### src/pke_pkg.sv
// Package with the types, constants and helper functions of the protein k-mer extractor.
`default_nettype none

package pke_pkg;

    localparam int K_MAX_DEF      = 4;
    localparam int STAMP_BITS_DEF = 16;

    localparam int CODE_W     = 5;
    localparam int ALPHA_SIZE = 20;
    localparam logic [CODE_W-1:0] BAD_CODE = 5'd31;

    localparam int KLEN_W  = 3;
    localparam int RANGE_W = 18;
    localparam int SEQ_W   = 32;
    localparam int CFG_IDX_W  = 2;
    localparam int CFG_DATA_W = 18;

    localparam logic [KLEN_W-1:0]  KMER_LENGTH_RST = 3'd3;
    localparam logic [RANGE_W-1:0] RANGE_LOW_RST   = 18'd0;
    localparam logic [RANGE_W-1:0] RANGE_HIGH_RST  = 18'd160000;

    typedef enum logic [CFG_IDX_W-1:0] {
        CFG_KMER_LENGTH = 2'd0,
        CFG_UNIQUE_ONLY = 2'd1,
        CFG_RANGE_LOW   = 2'd2,
        CFG_RANGE_HIGH  = 2'd3
    } cfg_index_t;

    typedef struct packed {
        logic [7:0] residue;
        logic       seq_end;
    } item_t;

    typedef struct packed {
        logic [RANGE_W-1:0] kmer_offset;
        logic [SEQ_W-1:0]   seq_number;
    } kmer_t;

    typedef struct packed {
        logic [KLEN_W-1:0]  kmer_length;
        logic               unique_only;
        logic [RANGE_W-1:0] range_low;
        logic [RANGE_W-1:0] range_high;
    } cfg_t;

    typedef enum logic [2:0] {
        ST_IDLE,
        ST_CLEAR,
        ST_CALC,
        ST_LOOKUP,
        ST_DECIDE
    } state_t;

    // Commands from the controller to the datapath.
    typedef struct packed {
        logic accept;
        logic clear;
        logic calc;
        logic lookup;
        logic load;
    } cmd_t;

    // Status from the datapath to the controller.
    typedef struct packed {
        logic wrap;
        logic clear_done;
        logic emit;
        logic out_free;
    } status_t;

    // Number of entries of the stamp table: 20 to the power n.
    function automatic int pow20(input int n);
        int acc;
        acc = 1;
        for (int i = 0; i < n; i++) begin
            acc = acc * ALPHA_SIZE;
        end
        return acc;
    endfunction

    // Position of a letter in the amino-acid alphabet, or the bad code.
    function automatic logic [CODE_W-1:0] letter_code(input logic [7:0] ch);
        logic [CODE_W-1:0] code;
        case (ch)
            "A":     code = 5'd0;
            "C":     code = 5'd1;
            "D":     code = 5'd2;
            "E":     code = 5'd3;
            "F":     code = 5'd4;
            "G":     code = 5'd5;
            "H":     code = 5'd6;
            "I":     code = 5'd7;
            "K":     code = 5'd8;
            "L":     code = 5'd9;
            "M":     code = 5'd10;
            "N":     code = 5'd11;
            "P":     code = 5'd12;
            "Q":     code = 5'd13;
            "R":     code = 5'd14;
            "S":     code = 5'd15;
            "T":     code = 5'd16;
            "V":     code = 5'd17;
            "W":     code = 5'd18;
            "Y":     code = 5'd19;
            default: code = BAD_CODE;
        endcase
        return code;
    endfunction

endpackage

`default_nettype wire

### src/pke_cfg_regs.sv
// Configuration register bank of the protein k-mer extractor.
`default_nettype none

module pke_cfg_regs
    import pke_pkg::*;
(
    input  wire logic                  clk,
    input  wire logic                  rst_n,
    input  wire logic                  cfg_valid,
    input  wire logic [CFG_IDX_W-1:0]  cfg_index,
    input  wire logic [CFG_DATA_W-1:0] cfg_data,
    output cfg_t                       cfg
);

    cfg_t cfg_reg;
    cfg_t cfg_next;

    always_comb
    begin
        cfg_next = cfg_reg;
        if (cfg_valid)
        begin
            case (cfg_index)
                CFG_KMER_LENGTH: cfg_next.kmer_length = cfg_data[KLEN_W-1:0];
                CFG_UNIQUE_ONLY: cfg_next.unique_only = cfg_data[0];
                CFG_RANGE_LOW:   cfg_next.range_low   = cfg_data[RANGE_W-1:0];
                CFG_RANGE_HIGH:  cfg_next.range_high  = cfg_data[RANGE_W-1:0];
                default:         cfg_next = cfg_reg;
            endcase
        end
    end

    always_ff @(posedge clk or negedge rst_n)
    begin
        if (!rst_n)
        begin
            cfg_reg.kmer_length <= KMER_LENGTH_RST;
            cfg_reg.unique_only <= 1'b0;
            cfg_reg.range_low   <= RANGE_LOW_RST;
            cfg_reg.range_high  <= RANGE_HIGH_RST;
        end
        else
        begin
            cfg_reg <= cfg_next;
        end
    end

    assign cfg = cfg_reg;

endmodule

`default_nettype wire

### config.mk
export PLATFORM = sky130hd
export DESIGN_NAME = pke_cfg_regs
export DESIGN_NICKNAME = d
export VERILOG_FILES = /design/src/pke_pkg.sv /design/src/pke_cfg_regs.sv
export SDC_FILE = /design/constraint.sdc
export NUM_CORES = 1
export LEC_CHECK = 0
export BUFFER_PORTS_ARGS = -buffer_cell sky130_fd_sc_hd__buf_2
export CORE_MARGIN = 2
export CORE_UTILIZATION = 50
export CTS_CLUSTER_DIAMETER = 120
export DETAILED_ROUTE_END_ITERATION = 10
export PLACE_DENSITY = 0.93
export RECOVER_POWER = 100
export SETUP_SLACK_MARGIN = 0.1
export SLEW_MARGIN = 10
export SYNTH_ARGS = -nofsm -noshare
export SYNTH_HDL_FRONTEND = slang
export SYNTH_SLANG_ARGS = --single-unit
### constraint.sdc
create_clock -name clk -period 1.2 [get_ports clk]
set_input_delay 0.12 -clock clk [delete_from_list [all_inputs] [get_ports clk]]
set_output_delay 0.12 -clock clk [all_outputs]
set_load 0.1 [all_outputs]
==> impl_metrics.json, run 1 <==
{
  "outcome": "finished with violations",
  "violations": "negative setup slack",
  "io_buffers": 62,
  "ios": 63,
  "cts_max_level": 2,
  "cts_buffers": 5,
  "diodes": 0,
  "cts_buffer_depth": 2,
  "dr.pass1.iters": 4,
  "cp-endpoint": "cfg[14]",
  "worst_setup_path_start_kind": "flip-flop",
  "rsz0062_at_grt": "true",
  "worst_slack_ns": -0.102,
  "ir_drop_mv": 1.51,
  "syn_area_per_cell_um2": 17.9,
  "drtIter0Drc": 28,
  "rows": 20,
  "clock_skew_ns": 0,
  "power.leakage_uw": 0.00117,
  "cap_violations": 0,
  "synth_area_leaders": "dfrtp_1 54%, mux2_2 29%, dfstp_2 12%",
  "rrSetupSlack_ns": 0.22,
  "hold_viol_final": 0,
  "drc": 0,
  "grt_pass1_vias": 1144,
  "cp-end-kind": "output port",
  "r2r_start": "cfg[4]",
  "initial_utilization": 0.516,
  "cp.required_ns": 1.08,
  "dieArea_um2": 3530,
  "area_delta_synth_final_pct": 76.2,
  "viasPerCell": 5.35,
  "dp_hpwl_mm": 2.47,
  "critical_path.top_delay_family": "flip-flops",
  "cp_cell_sequence": "buf_12",
  "coreArea_um2": 2980,
  "grt_max_degree": 22,
  "ys_seq_elements": 40,
  "cp.buffers_inverters": 1,
  "timing.fmax_mhz": 768,
  "drive_above_1_share": 0.928,
  "holdWs_ns": 0.0117,
  "crit_fanout": 2,
  "clkSinkCount": 40,
  "crit_start": "cfg[14]",
  "relSlewSlack": 0.657,
  "grt_pass1_wl_mm": 5.80,
  "gp_congestion": 0.665,
  "wirelength_mm": 4.05,
  "reg2reg_depth": 2,
  "cp.arrival_ns": 1.18,
  "syn_inst": 86,
  "yosys.area.top_type": "dfrtp_1",
  "ys_seq_area_frac": 0.658,
  "clock_latency_ns": 0.35,
  "layout.nets": 189,
  "grt_use_total": 0.232,
  "placed_cell_area_um2": 2170,
  "largest_reg_flops": 40,
  "fin_crit_ns": 1.30,
  "syn_area_um2": 1540,
  "synthDominantCellAreaShare": 0.538,
  "die_x_um": 59.4,
  "cts_tree": "built",
  "ant_nets": 0,
  "cts-root-buf": "clkbuf_4",
  "vias": 1070,
  "gr-total-overflow": 0,
  "r2r_end": "cfg[4]",
  "synth_nets": 109,
  "crit_type": "flip-flop to output port",
  "setup_viol": 7,
  "pwr_density_cell_nw_per_um2": 2340,
  "worstMarginPinSlew_ns": 0.515,
  "cp_slowest_cell": "dfstp_4",
  "cp.depth": 1,
  "path_clk_slew_ns": 0.12,
  "yosysUniqueCellTypes": 8,
  "drv_slew": 0,
  "antenna_found_initial": 0,
  "min-delay-path-class": "input pin to flip-flop",
  "fin_area_um2": 2710,
  "wire_per_inst_um": 20.3,
  "timing.final.crit_share": 1.08,
  "fp.dieH_um": 59.4,
  "yosys_warnings": 0,
  "critical-path-max-stage-delay_ns": 0.66
}
-- Yosys cell counts --
cell / number
nand3b_4: 1
nand3_4: 1
buf_6: 2
dfrtp_1: 33
dfstp_2: 7
nand3b_1: 1
nor3b_1: 1
mux2_2: 40
-- report_power, final --
part           internal (uW)  switching [uW]  total (uW)
clock network            425             430         855
logic                   1250            2220        3470
registers               1710             299        2010
-- layout by cell type, fill, tap and decap left out, types with 2 or more instances in the layout --
master          n
clkbuf_4       10
clkinv_1        2
buf_2          20
buf_8           2
clkbuf_1        2
dfstp_4         7
dfrtp_2        33
dlygate4sd3_1   6
mux2_2         40
buf_12         38
-- stage by stage --
| stage | std cells | power (uW) | TNS (ns) | utilization | setup WS (ns) |
|---|---|---|---|---|---|
| 2_1_floorplan | 86 | 4030 | 0 | - | 0.161 |
| 3_3_place_gp | 181 | 4740 | 0 | 0.729 | 0.146 |
| 3_5_place_dp | 181 | 4810 | 0 | 0.729 | 0.0521 |
| 4_1_cts | 196 | 6060 | -0.735 | 0.852 | -0.111 |
| 5_1_grt | 200 | 6520 | -0.934 | 0.908 | -0.141 |
| 6_report | 200 | 6340 | -0.663 | 0.908 | -0.102 |
-- routing by layer --
| layer | vias up | GRT usage | wire length [um] |
|---|---|---|---|
| met2 | 57 | 0.388 | 2200 |
| met1 | 534 | 0.267 | 1420 |
| met4 | 0 | 0.110 | 95 |
| met5 | - | 0 | 0 |
| li1 | 468 | - | - |
| met3 | 11 | 0.0764 | 341 |
-- final cells by class --
type	instances	area (um^2)
flip-flops and latches	40	1080
clock inverters	3	37.5
well taps	33	41.3
repair buffers	75	1010
fillers	111	273
multi-input cells	44	503
clock buffers	5	37.5
-- kinds of logic after synthesis --
logic type	after synthesis	synth area share
buffers and inverters	2	0.0147
muxes	40	0.293
and+or+nand+nor	4	0.0342
DFF	40	0.658
-- repair_timing --
item	4_1_cts	5_1_grt
setup endpoints to repair	35	39
gates resized for setup	68	34
cloned	0	0
hold buffers	3	3
pin swaps	0	0
hold endpoints to repair	19	4
setup buffers	4	1
-- how the worst min path moves through the flow --
stage | cells past startpoint | start | endpoint | slack [ns]
6_report | 2 | cfg_data[16] | cfg[34] | 0.01
5_1_grt | 2 | cfg_data[16] | cfg[34] | 0.003
4_1_cts | 2 | cfg_data[14] | cfg[32] | 0.0003
3_5_place_dp | 1 | rst_n | cfg[11] | 0.10
3_3_place_gp | 1 | rst_n | cfg[29] | 0.09
2_1_floorplan | 0 | rst_n | cfg[0] | -0.18
(Power assumes the default switching activity.)
==> inputs of run 2 (changes only) <==
MAX_ROUTING_LAYER = met4   (was not set)
==> run 2 against run 1 <==
The run still ends with negative setup slack left. Flip-flop and latch count did not move. Global-route usage rose by 0.84 points. Fmax is essentially flat. Highest routed layer unchanged. Wire length up 15%. Via count rose by 3.6%. Final cell count rose by 0.50%. Critical endpoint is now cfg[37]. Worst hold slack gained 0.0061 ns. Count of clock-buffer cells in the layout did not move. Power up 1.2%. Sequential share of layout area shrank 0.37 points. Die area unchanged. Critical path depth unchanged.
==> impl_metrics.json, run 2 (synthesis gave the netlist of run 1 again) <==
{
  "largest_reg_flops": 40,
  "io_buffers": 62,
  "cts-root-buf": "clkbuf_4",
  "ir_drop_mv": 1.69,
  "timing.final.crit_share": 1.09,
  "cts_max_level": 2,
  "ios": 63,
  "dieArea_um2": 3530,
  "final_cell_mix": "40 x mux2_2, 40 x buf_12, 33 x dfrtp_2",
  "wire_per_inst_um": 23.2,
  "cts_buffer_depth": 2,
  "initial_utilization": 0.516,
  "cts_tree": "built",
  "rows": 20,
  "critical-path-max-stage-delay_ns": 0.65,
  "area_delta_synth_final_pct": 77.8,
  "setup_viol": 7,
  "fin_crit_ns": 1.30,
  "min-delay-path-class": "input pin to flip-flop",
  "grt_use_total": 0.240,
  "p_total_uw": 6410,
  "die_x_um": 59.4,
  "cts_buffers": 5,
  "dr.pass1.iters": 4,
  "fp.dieH_um": 59.4,
  "coreArea_um2": 2980,
  "crit_fanout": 2,
  "diodes": 0,
  "grt_pass1_wl_mm": 5.80,
  "gr-total-overflow": 0,
  "grt_pass1_vias": 1143,
  "worst_slack_ns": -0.103,
  "holdWs_ns": 0.0177,
  "power.leakage_uw": 0.00119,
  "wirelength_mm": 4.66,
  "cp_slowest_cell": "dfstp_4",
  "antenna_found_initial": 0,
  "hold_viol_final": 0,
  "outcome": "finished with violations",
  "placed_cells": 181,
  "critical_path.top_delay_family": "flip-flops",
  "ant_nets": 0,
  "cp.required_ns": 1.08,
  "relSlewSlack": 0.647,
  "dp_hpwl_mm": 2.47,
  "drc": 0,
  "clock_skew_ns": 0,
  "fin_cells": 201,
  "worstMarginPinSlew_ns": 0.530,
  "gp_congestion": 0.671,
  "cp_cell_sequence": "buf_12",
  "viasPerCell": 5.52,
  "worst_setup_path_start_kind": "flip-flop",
  "grt_max_degree": 22,
  "crit_type": "flip-flop to output port",
  "clkSinkCount": 40,
  "vias": 1109,
  "drtIter0Drc": 27,
  "drv_slew": 0,
  "path_clk_slew_ns": 0.12,
  "cap_violations": 0,
  "cp-end-kind": "output port",
  "violations": "negative setup slack",
  "clock_latency_ns": 0.35,
  "cp.buffers_inverters": 1,
  "pwr_density_cell_nw_per_um2": 2350,
  "cp.arrival_ns": 1.18,
  "rsz0062_at_grt": "true",
  "drive_above_1_share": 0.935,
  "layout.nets": 190,
  "timing.fmax_mhz": 768
}
==> run 2: changes by cell type in the layout (fill, tap and decap cells not counted) <==
| cell | previous run | this run |
|---|---|---|
| buf_12 | 38 | 40 |
| buf_2 | 20 | 21 |
| buf_4 | 1 | 2 |
| buf_8 | 2 | 0 |
| clkbuf_1 | 2 | 0 |
| dlygate4sd3_1 | 6 | 7 |
==> run 2: path summary, 6_finish.rpt <==
check / slack (ns) / end / cells past startpoint / startpoint
max: -0.10 / cfg[37] / 1 / cfg[37]
min: 0.02 / cfg[29] / 2 / cfg_data[11]
max reg2reg: 0.20 / cfg[4] / 2 / cfg[4]
min reg2reg: 0.57 / cfg[3] / 1 / cfg[3]
max in group asynchronous: 0.13 / cfg[38] / 3 / rst_n
min in group asynchronous: 0.28 / cfg[30] / 2 / rst_n
==> run 2: report_power, final <==
group	leakage, uW	total [uW]	internal [uW]	switching, uW
logic	0.000713	3520	1270	2250
registers	0.000433	2020	1710	316
clock network	0.0000403	871	425	446
==> run 2: layout make-up <==
| type | instances | area (um^2) |
|---|---|---|
| Tap cell | 33 | 41.3 |
| Fill cell | 102 | 248 |
| Sequential cell | 40 | 1080 |
| Clock buffer | 5 | 37.5 |
| Timing Repair Buffer | 76 | 1030 |
| Clock inverter | 3 | 37.5 |
| Multi-Input combinational cell | 44 | 503 |
==> run 2: repair_timing <==
item	4_1_cts	5_1_grt
resized for setup	68	36
setup buffers	4	1
endpoints found under the hold margin	19	5
hold buffers	3	4
setup endpoints to repair	35	40
==> run 2: stage by stage <==
| step | cell area (um^2) | setup TNS (ns) | setup slack (ns) | utilization |
|---|---|---|---|---|
| 6_report | 2730 | -0.672 | -0.103 | 0.917 |
| 5_1_grt | 2730 | -0.874 | -0.133 | 0.917 |
| 4_1_cts | 2540 | -0.735 | -0.111 | 0.852 |
| 3_5_place_dp | 2170 | 0 | 0.0521 | 0.729 |
| 3_3_place_gp | 2170 | 0 | 0.146 | 0.729 |
| 2_1_floorplan | 1600 | 0 | 0.161 | - |
==> run 2: layer usage <==
layer | track usage | wire (um) | vias up
met1 | 0.279 | 1720 | 572
met4 | 0.0812 | 101 | 0
met2 | 0.388 | 2550 | 57
met5 | - | 0 | -
li1 | - | - | 468
met3 | 0.0852 | 290 | 12
