`src/pke_pkg.sv`:
```
// Package with the types, constants and helper functions of the protein k-mer extractor.
`default_nettype none

package pke_pkg;

    localparam int K_MAX_DEF      = 4;
    localparam int STAMP_BITS_DEF = 16;

    localparam int CODE_W     = 5;
    localparam int ALPHA_SIZE = 20;
    localparam logic [CODE_W-1:0] BAD_CODE = 5'd31;

    localparam int KLEN_W  = 3;
    localparam int RANGE_W = 18;
    localparam int SEQ_W   = 32;
    localparam int CFG_IDX_W  = 2;
    localparam int CFG_DATA_W = 18;

    localparam logic [KLEN_W-1:0]  KMER_LENGTH_RST = 3'd3;
    localparam logic [RANGE_W-1:0] RANGE_LOW_RST   = 18'd0;
    localparam logic [RANGE_W-1:0] RANGE_HIGH_RST  = 18'd160000;

    typedef enum logic [CFG_IDX_W-1:0] {
        CFG_KMER_LENGTH = 2'd0,
        CFG_UNIQUE_ONLY = 2'd1,
        CFG_RANGE_LOW   = 2'd2,
        CFG_RANGE_HIGH  = 2'd3
    } cfg_index_t;

    typedef struct packed {
        logic [7:0] residue;
        logic       seq_end;
    } item_t;

    typedef struct packed {
        logic [RANGE_W-1:0] kmer_offset;
        logic [SEQ_W-1:0]   seq_number;
    } kmer_t;

    typedef struct packed {
        logic [KLEN_W-1:0]  kmer_length;
        logic               unique_only;
        logic [RANGE_W-1:0] range_low;
        logic [RANGE_W-1:0] range_high;
    } cfg_t;

    typedef enum logic [2:0] {
        ST_IDLE,
        ST_CLEAR,
        ST_CALC,
        ST_LOOKUP,
        ST_DECIDE
    } state_t;

    // Commands from the controller to the datapath.
    typedef struct packed {
        logic accept;
        logic clear;
        logic calc;
        logic lookup;
        logic load;
    } cmd_t;

    // Status from the datapath to the controller.
    typedef struct packed {
        logic wrap;
        logic clear_done;
        logic emit;
        logic out_free;
    } status_t;

    // Number of entries of the stamp table: 20 to the power n.
    function automatic int pow20(input int n);
        int acc;
        acc = 1;
        for (int i = 0; i < n; i++) begin
            acc = acc * ALPHA_SIZE;
        end
        return acc;
    endfunction

    // Position of a letter in the amino-acid alphabet, or the bad code.
    function automatic logic [CODE_W-1:0] letter_code(input logic [7:0] ch);
        logic [CODE_W-1:0] code;
        case (ch)
            "A":     code = 5'd0;
            "C":     code = 5'd1;
            "D":     code = 5'd2;
            "E":     code = 5'd3;
            "F":     code = 5'd4;
            "G":     code = 5'd5;
            "H":     code = 5'd6;
            "I":     code = 5'd7;
            "K":     code = 5'd8;
            "L":     code = 5'd9;
            "M":     code = 5'd10;
            "N":     code = 5'd11;
            "P":     code = 5'd12;
            "Q":     code = 5'd13;
            "R":     code = 5'd14;
            "S":     code = 5'd15;
            "T":     code = 5'd16;
            "V":     code = 5'd17;
            "W":     code = 5'd18;
            "Y":     code = 5'd19;
            default: code = BAD_CODE;
        endcase
        return code;
    endfunction

endpackage

`default_nettype wire

```
`src/pke_ctrl.sv`:
```
// Controller state machine that sequences one residue at a time through the datapath.
`default_nettype none

module pke_ctrl
    import pke_pkg::*;
(
    input  wire logic    clk,
    input  wire logic    rst_n,
    input  wire logic    item_valid,
    input  wire status_t status,
    output logic         item_stall,
    output cmd_t         cmd
);

    state_t state_reg;
    state_t state_next;

    always_comb
    begin
        state_next = state_reg;
        case (state_reg)
            ST_IDLE:
            begin
                if (item_valid)
                begin
                    state_next = status.wrap ? ST_CLEAR : ST_CALC;
                end
            end
            ST_CLEAR:
            begin
                if (status.clear_done)
                begin
                    state_next = ST_CALC;
                end
            end
            ST_CALC:   state_next = ST_LOOKUP;
            ST_LOOKUP: state_next = ST_DECIDE;
            ST_DECIDE:
            begin
                if (!status.emit || status.out_free)
                begin
                    state_next = ST_IDLE;
                end
            end
            default:   state_next = ST_IDLE;
        endcase
    end

    always_comb
    begin
        item_stall = (state_reg != ST_IDLE);
        cmd        = '0;
        case (state_reg)
            ST_IDLE:   cmd.accept = item_valid;
            ST_CLEAR:  cmd.clear  = 1'b1;
            ST_CALC:   cmd.calc   = 1'b1;
            ST_LOOKUP: cmd.lookup = 1'b1;
            ST_DECIDE: cmd.load   = status.emit && status.out_free;
            default:   cmd        = '0;
        endcase
    end

    always_ff @(posedge clk or negedge rst_n)
    begin
        if (!rst_n)
        begin
            state_reg <= ST_IDLE;
        end
        else
        begin
            state_reg <= state_next;
        end
    end

endmodule

`default_nettype wire

```
`config.mk`:
```
export PLATFORM = sky130hd
export DESIGN_NAME = pke_ctrl
export DESIGN_NICKNAME = d
export VERILOG_FILES = /design/src/pke_pkg.sv /design/src/pke_ctrl.sv
export SDC_FILE = /design/constraint.sdc
export NUM_CORES = 1
export LEC_CHECK = 0
export ABC_AREA = 1
export BUFFER_PORTS_ARGS = -buffer_cell sky130_fd_sc_hd__buf_2
export CAP_MARGIN = 20
export CELL_PAD_IN_SITES_DETAIL_PLACEMENT = 0
export CELL_PAD_IN_SITES_GLOBAL_PLACEMENT = 1
export CORE_AREA = 5 5 42 44
export CTS_CLUSTER_DIAMETER = 40
export CTS_CLUSTER_SIZE = 14
export DETAILED_ROUTE_END_ITERATION = 10
export DIE_AREA = 0 0 47 49
export PLACE_DENSITY = 0.6
export SLEW_MARGIN = 20
export SYNTH_ARGS = -nofsm -noshare
export SYNTH_HDL_FRONTEND = slang
export SYNTH_SLANG_ARGS = --single-unit
```
`constraint.sdc`:
```
create_clock -name clk -period 1.25 [get_ports clk]
set_input_delay 0.0625 -clock clk [delete_from_list [all_inputs] [get_ports clk]]
set_output_delay 0.0625 -clock clk [all_outputs]
set_load 0.01 [all_outputs]
```
==> results of run 1 <==
per-stage QoR:
stage / power [W] / util (%) / hold WS, ps / std cells / cell area, um2
floorplan: 0.000481 / - / -233 / 35 / 215
global placement: 0.000632 / 21.1 / -136 / 63 / 295
detailed placement: 0.000623 / 21.1 / -134 / 63 / 295
CTS: 0.000804 / 23.7 / 143 / 68 / 332
global route: 0.000972 / 25.4 / 152 / 70 / 355
finish: 0.000869 / 25.4 / 151 / 70 / 355
layout by cell type, fill, tap and decap left out:
cell,n
nor2_4,1
buf_2,12
nand2_1,7
inv_2,1
o21bai_1,1
o21ai_0,1
nor2_1,5
nor4_1,1
clkbuf_4,3
nand3_1,5
dlygate4sd3_1,1
nand3b_1,1
inv_1,8
nand2_2,1
dfrtp_1,2
buf_4,2
dfrtp_2,1
clkbuf_1,1
final timing paths:
check	from	endpoint	slack, ps	depth (start not counted)
setup reg to reg	state_reg[1]$_DFFE_PN0P_	state_reg[0]$_DFFE_PN0P_	180	5
hold reg to reg	state_reg[2]$_DFFE_PN0P_	state_reg[0]$_DFFE_PN0P_	680	3
hold / removal	rst_n	state_reg[1]$_DFFE_PN0P_	150	2
max in group asynchronous	rst_n	state_reg[1]$_DFFE_PN0P_	980	2
min in group clk	status[3]	state_reg[0]$_DFFE_PN0P_	170	3
setup / recovery	state_reg[2]$_DFFE_PN0P_	cmd[0]	70	3
logic make-up (layout without fill, tap and decap cells):
kind of cell,Yosys count,count (layout),synth area share (%)
simple gates,21,21,43.6
buf+inv,9,28,15.7
flops,3,3,34.9
compound gates,2,2,5.81
where the power goes:
group | total (W) | switching [W] | leakage (nW) | internal [W]
Combinational | 0.000480 | 0.000257 | 0.181 | 0.000222
Clock | 0.000166 | 0.0000463 | 0.0150 | 0.000119
Sequential | 0.000224 | 0.0000758 | 0.0369 | 0.000148
metal layers:
metal | GRT usage (%) | wire, um | up-vias
met5 | 0 | 0 | -
met4 | 5.53 | 0 | 0
met3 | 3.69 | 42 | 0
met2 | 7.24 | 298 | 5
met1 | 6.40 | 225 | 105
li1 | - | - | 146
cell type report:
class / instances / area, um2
Timing Repair Buffer: 15 / 85.1
Tap cell: 16 / 20.0
Sequential cell: 3 / 76.3
Inverter: 9 / 33.8
Fill cell: 168 / 1050
Multi-Input combinational cell: 23 / 114
Clock buffer: 4 / 26.3
timing repair:
item / in CTS / in global routing
gates resized for setup: 0 / 3
hold buffers: 1 / 0
setup buffers: 0 / 2
endpoints found under the hold margin: 3 / 0
setup endpoints to repair: 0 / 1
==> results_dict.tcl, run 1 <==
set metrics [dict create \
    fmax_ghz 0.849 \
    grt_remaining_overflow 0 \
    synth_nets 42 \
    worst_slack_ps 71.7 \
    first_global_vias 242 \
    vdd_drop_max_v 0.000496 \
    synth_area_leaders "dfrtp_1 (35%), inv_1 (14%), nand2_1 (14%)" \
    grt_use_total_pct 5.85 \
    rows 14 \
    cp_data_required_time_ps 1190 \
    synth_largest_area_cell "dfrtp_1" \
    grt_first_pass_wirelength_um 931 \
    fp.dieH_um 49 \
    largest_register_ffs 3 \
    hold_path_class "input port to asynchronous set/reset pin" \
    drt_pre_antenna_iters 4 \
    tightest_slew_ps 222 \
    synth_warnings 0 \
    min_period_over_period_pct 94.3 \
    grt_antenna_before_repair 0 \
    critPathMaxFanout 4 \
    maxCapViolations 0 \
    cpPeakStageDelay_ps 410 \
    die_area_um2 2300 \
    async_reset_ff_share_pct 100 \
    io_buffers 12 \
    grt_max_degree 8 \
    fin_tns_setup_ps 0 \
    worstSetupEndpointType "output port" \
    ys_types 11 \
    worst-setup-path-type "flop to output port" \
    slew_viol_final 0 \
    cts_sinks 3 \
    yosysTopAreaCellShare_pct 34.9 \
    initial_core_util_pct 15.4 \
    layout_min_cycle_time_ps 1180 \
    hpwl_um 490 \
    synthFlopType "dfrtp_1" \
    clock_latency_ps 230 \
    power_density_nw_per_um2 2450 \
    core_area_um2 1400 \
    hold_viol 0 \
    drive_gt1_share_pct 38.9 \
    leakage_nw 0.232 \
    cp_top_family "flip-flops" \
    drtIter0Drc 6 \
    synth_cells 35 \
    skew_ps 2.35 \
    tritoncts "yes" \
    rsz0062_at_grt "false" \
    synth_common_cells "inv_1 (8), nand2_1 (8), nand3_1 (5), nor2_1 (5), dfrtp_1 (3)" \
    synth_edf_count 0 \
    num_io_pins 13 \
    status "complete, no violations" \
    avgSynthCellArea_um2 6.15 \
    final_antenna_net_count 0 \
    setup_viol 0 \
    crit_path_start_kind "flop" \
    place_congestion 0.716 \
    path_buf_inv 2 \
    clockBufferDepth 2 \
    crit_slowest_cell "dfrtp_1" \
    clkTransAtPathRegs_ps 40 \
    synth-seq-cells 3 \
    dieWidth_um 47 \
    cts_max_level 1 \
    wl_per_cell_um 8.09 \
    preCtsSetupSlack_ps 264 \
    relSlewSlack_pct 85.2 \
    wirelength_um 566 \
    crit_path_cell_trace "inv_1 -> nor4_1 -> buf_2" \
    arrival_ps 1120 \
    synthToLayoutAreaGrowth_pct 65.1 \
    final_nets 62 \
    root_buffer "clkbuf_4" \
    routed-via-count 256 \
    seq_area_frac_synth_pct 34.9 \
    synth_area_um2 215 \
    vias_per_cell 3.66 \
    cts_buffers 3 \
    diodes 0 \
    post-route-drc-count 0 \
]
No activity file was read; power rests on OpenSTA's default activity.
==> run 2: changes to the inputs <==
--- a/config.mk
+++ b/config.mk
@@ -6,7 +6,7 @@
 export NUM_CORES = 1
 export LEC_CHECK = 0
 export ABC_AREA = 1
-export BUFFER_PORTS_ARGS = -buffer_cell sky130_fd_sc_hd__buf_2
+export BUFFER_PORTS_ARGS = -buffer_cell sky130_fd_sc_hd__buf_4
 export CAP_MARGIN = 20
 export CELL_PAD_IN_SITES_DETAIL_PLACEMENT = 0
 export CELL_PAD_IN_SITES_GLOBAL_PLACEMENT = 1
==> results_dict.tcl, run 2 (synthesized netlist as in run 1, its figures left out) <==
set metrics [dict create \
    p_total_w 0.000893 \
    multi_input_area_um2 111 \
    die_area_um2 2300 \
    io_buffers 12 \
    first_global_vias 238 \
    synthToLayoutAreaGrowth_pct 75.0 \
    arrival_ps 1130 \
    initial_core_util_pct 15.4 \
    rows 14 \
    layout_min_cycle_time_ps 1200 \
    final_nets 61 \
    regArea_um2 77.6 \
    min_from "status[0]" \
    clockBufferDepth 2 \
    cts_sinks 3 \
    rsz0062_at_grt "true" \
    r2r-start "state_reg[1]$_DFFE_PN0P_" \
    num_io_pins 13 \
    post-route-drc-count 0 \
    slew_viol_final 0 \
    comb_power_share_pct 55.5 \
    hold_viol 0 \
    root_buffer "clkbuf_4" \
    clock_latency_ps 230 \
    final_antenna_net_count 0 \
    core_area_um2 1400 \
    grt_use_total_pct 6.07 \
    tritoncts "yes" \
    power_frac_seq_pct 26.0 \
    preCtsSetupSlack_ps 247 \
    cp_data_required_time_ps 1190 \
    fp.dieH_um 49 \
    clkPwrFrac_pct 18.5 \
    worst_slack_ps 55.0 \
    drtIter0Drc 3 \
    fmax_ghz 0.837 \
    setup_viol 0 \
    cts_buffers 3 \
    drive_gt1_share_pct 37.7 \
    wirelength_um 553 \
    tightest_slew_ps 234 \
    drt_pre_antenna_iters 3 \
    relSlewSlack_pct 84.2 \
    grt_first_pass_wirelength_um 952 \
    worstSetupEndpointType "output port" \
    leakage_nw 0.233 \
    cts_max_level 1 \
    min_period_over_period_pct 95.6 \
    hpwl_um 490 \
    holdWs_ps 154 \
    postLayoutCoreUtil_pct 26.9 \
    maxCapViolations 0 \
    skew_ps 3.25 \
    power_density_nw_per_um2 2370 \
    clkTransAtPathRegs_ps 40 \
    grt_antenna_before_repair 0 \
    swShare_pct 42.0 \
    hold_path_class "input port to flop" \
    diodes 0 \
    largest_register_ffs 3 \
    routed-via-count 258 \
    mostFrequentLayoutCells "buf_4 (13), inv_1 (8), nand2_1 (8), nand3_1 (5), nor2_1 (5)" \
    p_switching_w 0.000375 \
    status "complete, no violations" \
    vias_per_cell 3.74 \
    dieWidth_um 47 \
    vdd_drop_max_v 0.000696 \
    critPathMaxFanout 7 \
    internal-power_w 0.000518 \
    fillCellCount 174 \
    instances_no_fill 69 \
    dp_cells 63 \
    grt_remaining_overflow 0 \
    final_common_cell "buf_4" \
    wl_per_cell_um 8.01 \
    place_congestion 0.712 \
    crit_start "state_reg[0]$_DFFE_PN0P_" \
    crit_path_start_kind "flop" \
    grt_max_degree 8 \
    worst-setup-path-type "flop to output port" \
]
run 2: changes by cell type in the layout (fill, tap and decap cells not counted):
cell and change:
dfrtp_2 +1, nand2_1 +1, nand2_2 -1, dfrtp_1 -1, buf_4 +11, buf_2 -12
run 2: worst max-delay path: stages (launching register included):
cell and delay, ps:
dfrtp_1 440, nor4_1 290, buf_4 170
run 2: path summary, 6_finish.rpt:
| check | to | cells after the start | slack (ps) |
|---|---|---|---|
| min reg2reg | state_reg[0]$_DFFE_PN0P_ | 3 | 640 |
| max in group asynchronous | state_reg[2]$_DFFE_PN0P_ | 2 | 990 |
| min in group asynchronous | state_reg[1]$_DFFE_PN0P_ | 2 | 160 |
| max | cmd[0] | 2 | 50 |
| max reg2reg | state_reg[1]$_DFFE_PN0P_ | 5 | 200 |
| min | state_reg[2]$_DFFE_PN0P_ | 4 | 150 |
run 2: through the flow:
step / TNS, ps / instance area, um2
6_report: 0 / 377
5_1_grt: -16.5 / 377
4_1_cts: 0 / 362
3_5_place_dp: 0 / 325
3_3_place_gp: 0 / 325
2_1_floorplan: 0 / 215
run 2: power groups by stage:
stage | sequential [W] | clock (W) | combinational [W]
floorplan | 0.000202 | 0 | 0.000279
global placement | 0.000218 | 0 | 0.000468
detailed placement | 0.000217 | 0 | 0.000463
CTS | 0.000216 | 0.000179 | 0.000466
global route | 0.000245 | 0.000184 | 0.000563
finish | 0.000232 | 0.000165 | 0.000496
run 2: final cells by class:
type                       count  share of cell area (%)
sequential                     3                    20.6
inverter                       9                    8.97
timing repair buffer          14                    28.6
clock buffer                   4                    6.98
multi-input combinational     23                    29.6
tap                           16                    5.32
run 2: what timing repair did:
action / in CTS / in global routing
hold buffers: 1 / 0
buffers inserted: 0 / 1
hold endpoints to repair: 3 / 0
endpoints found under the setup margin: 0 / 2
resized for setup: 0 / 3
run 2: routing by layer:
layer | global-route usage, % | share of wire (%) | routed length [um]
met1 | 6.86 | 42 | 230
met2 | 7.47 | 50 | 279
met3 | 3.69 | 7.8 | 43
met4 | 5.53 | 0 | 0
met5 | 0 | 0 | 0
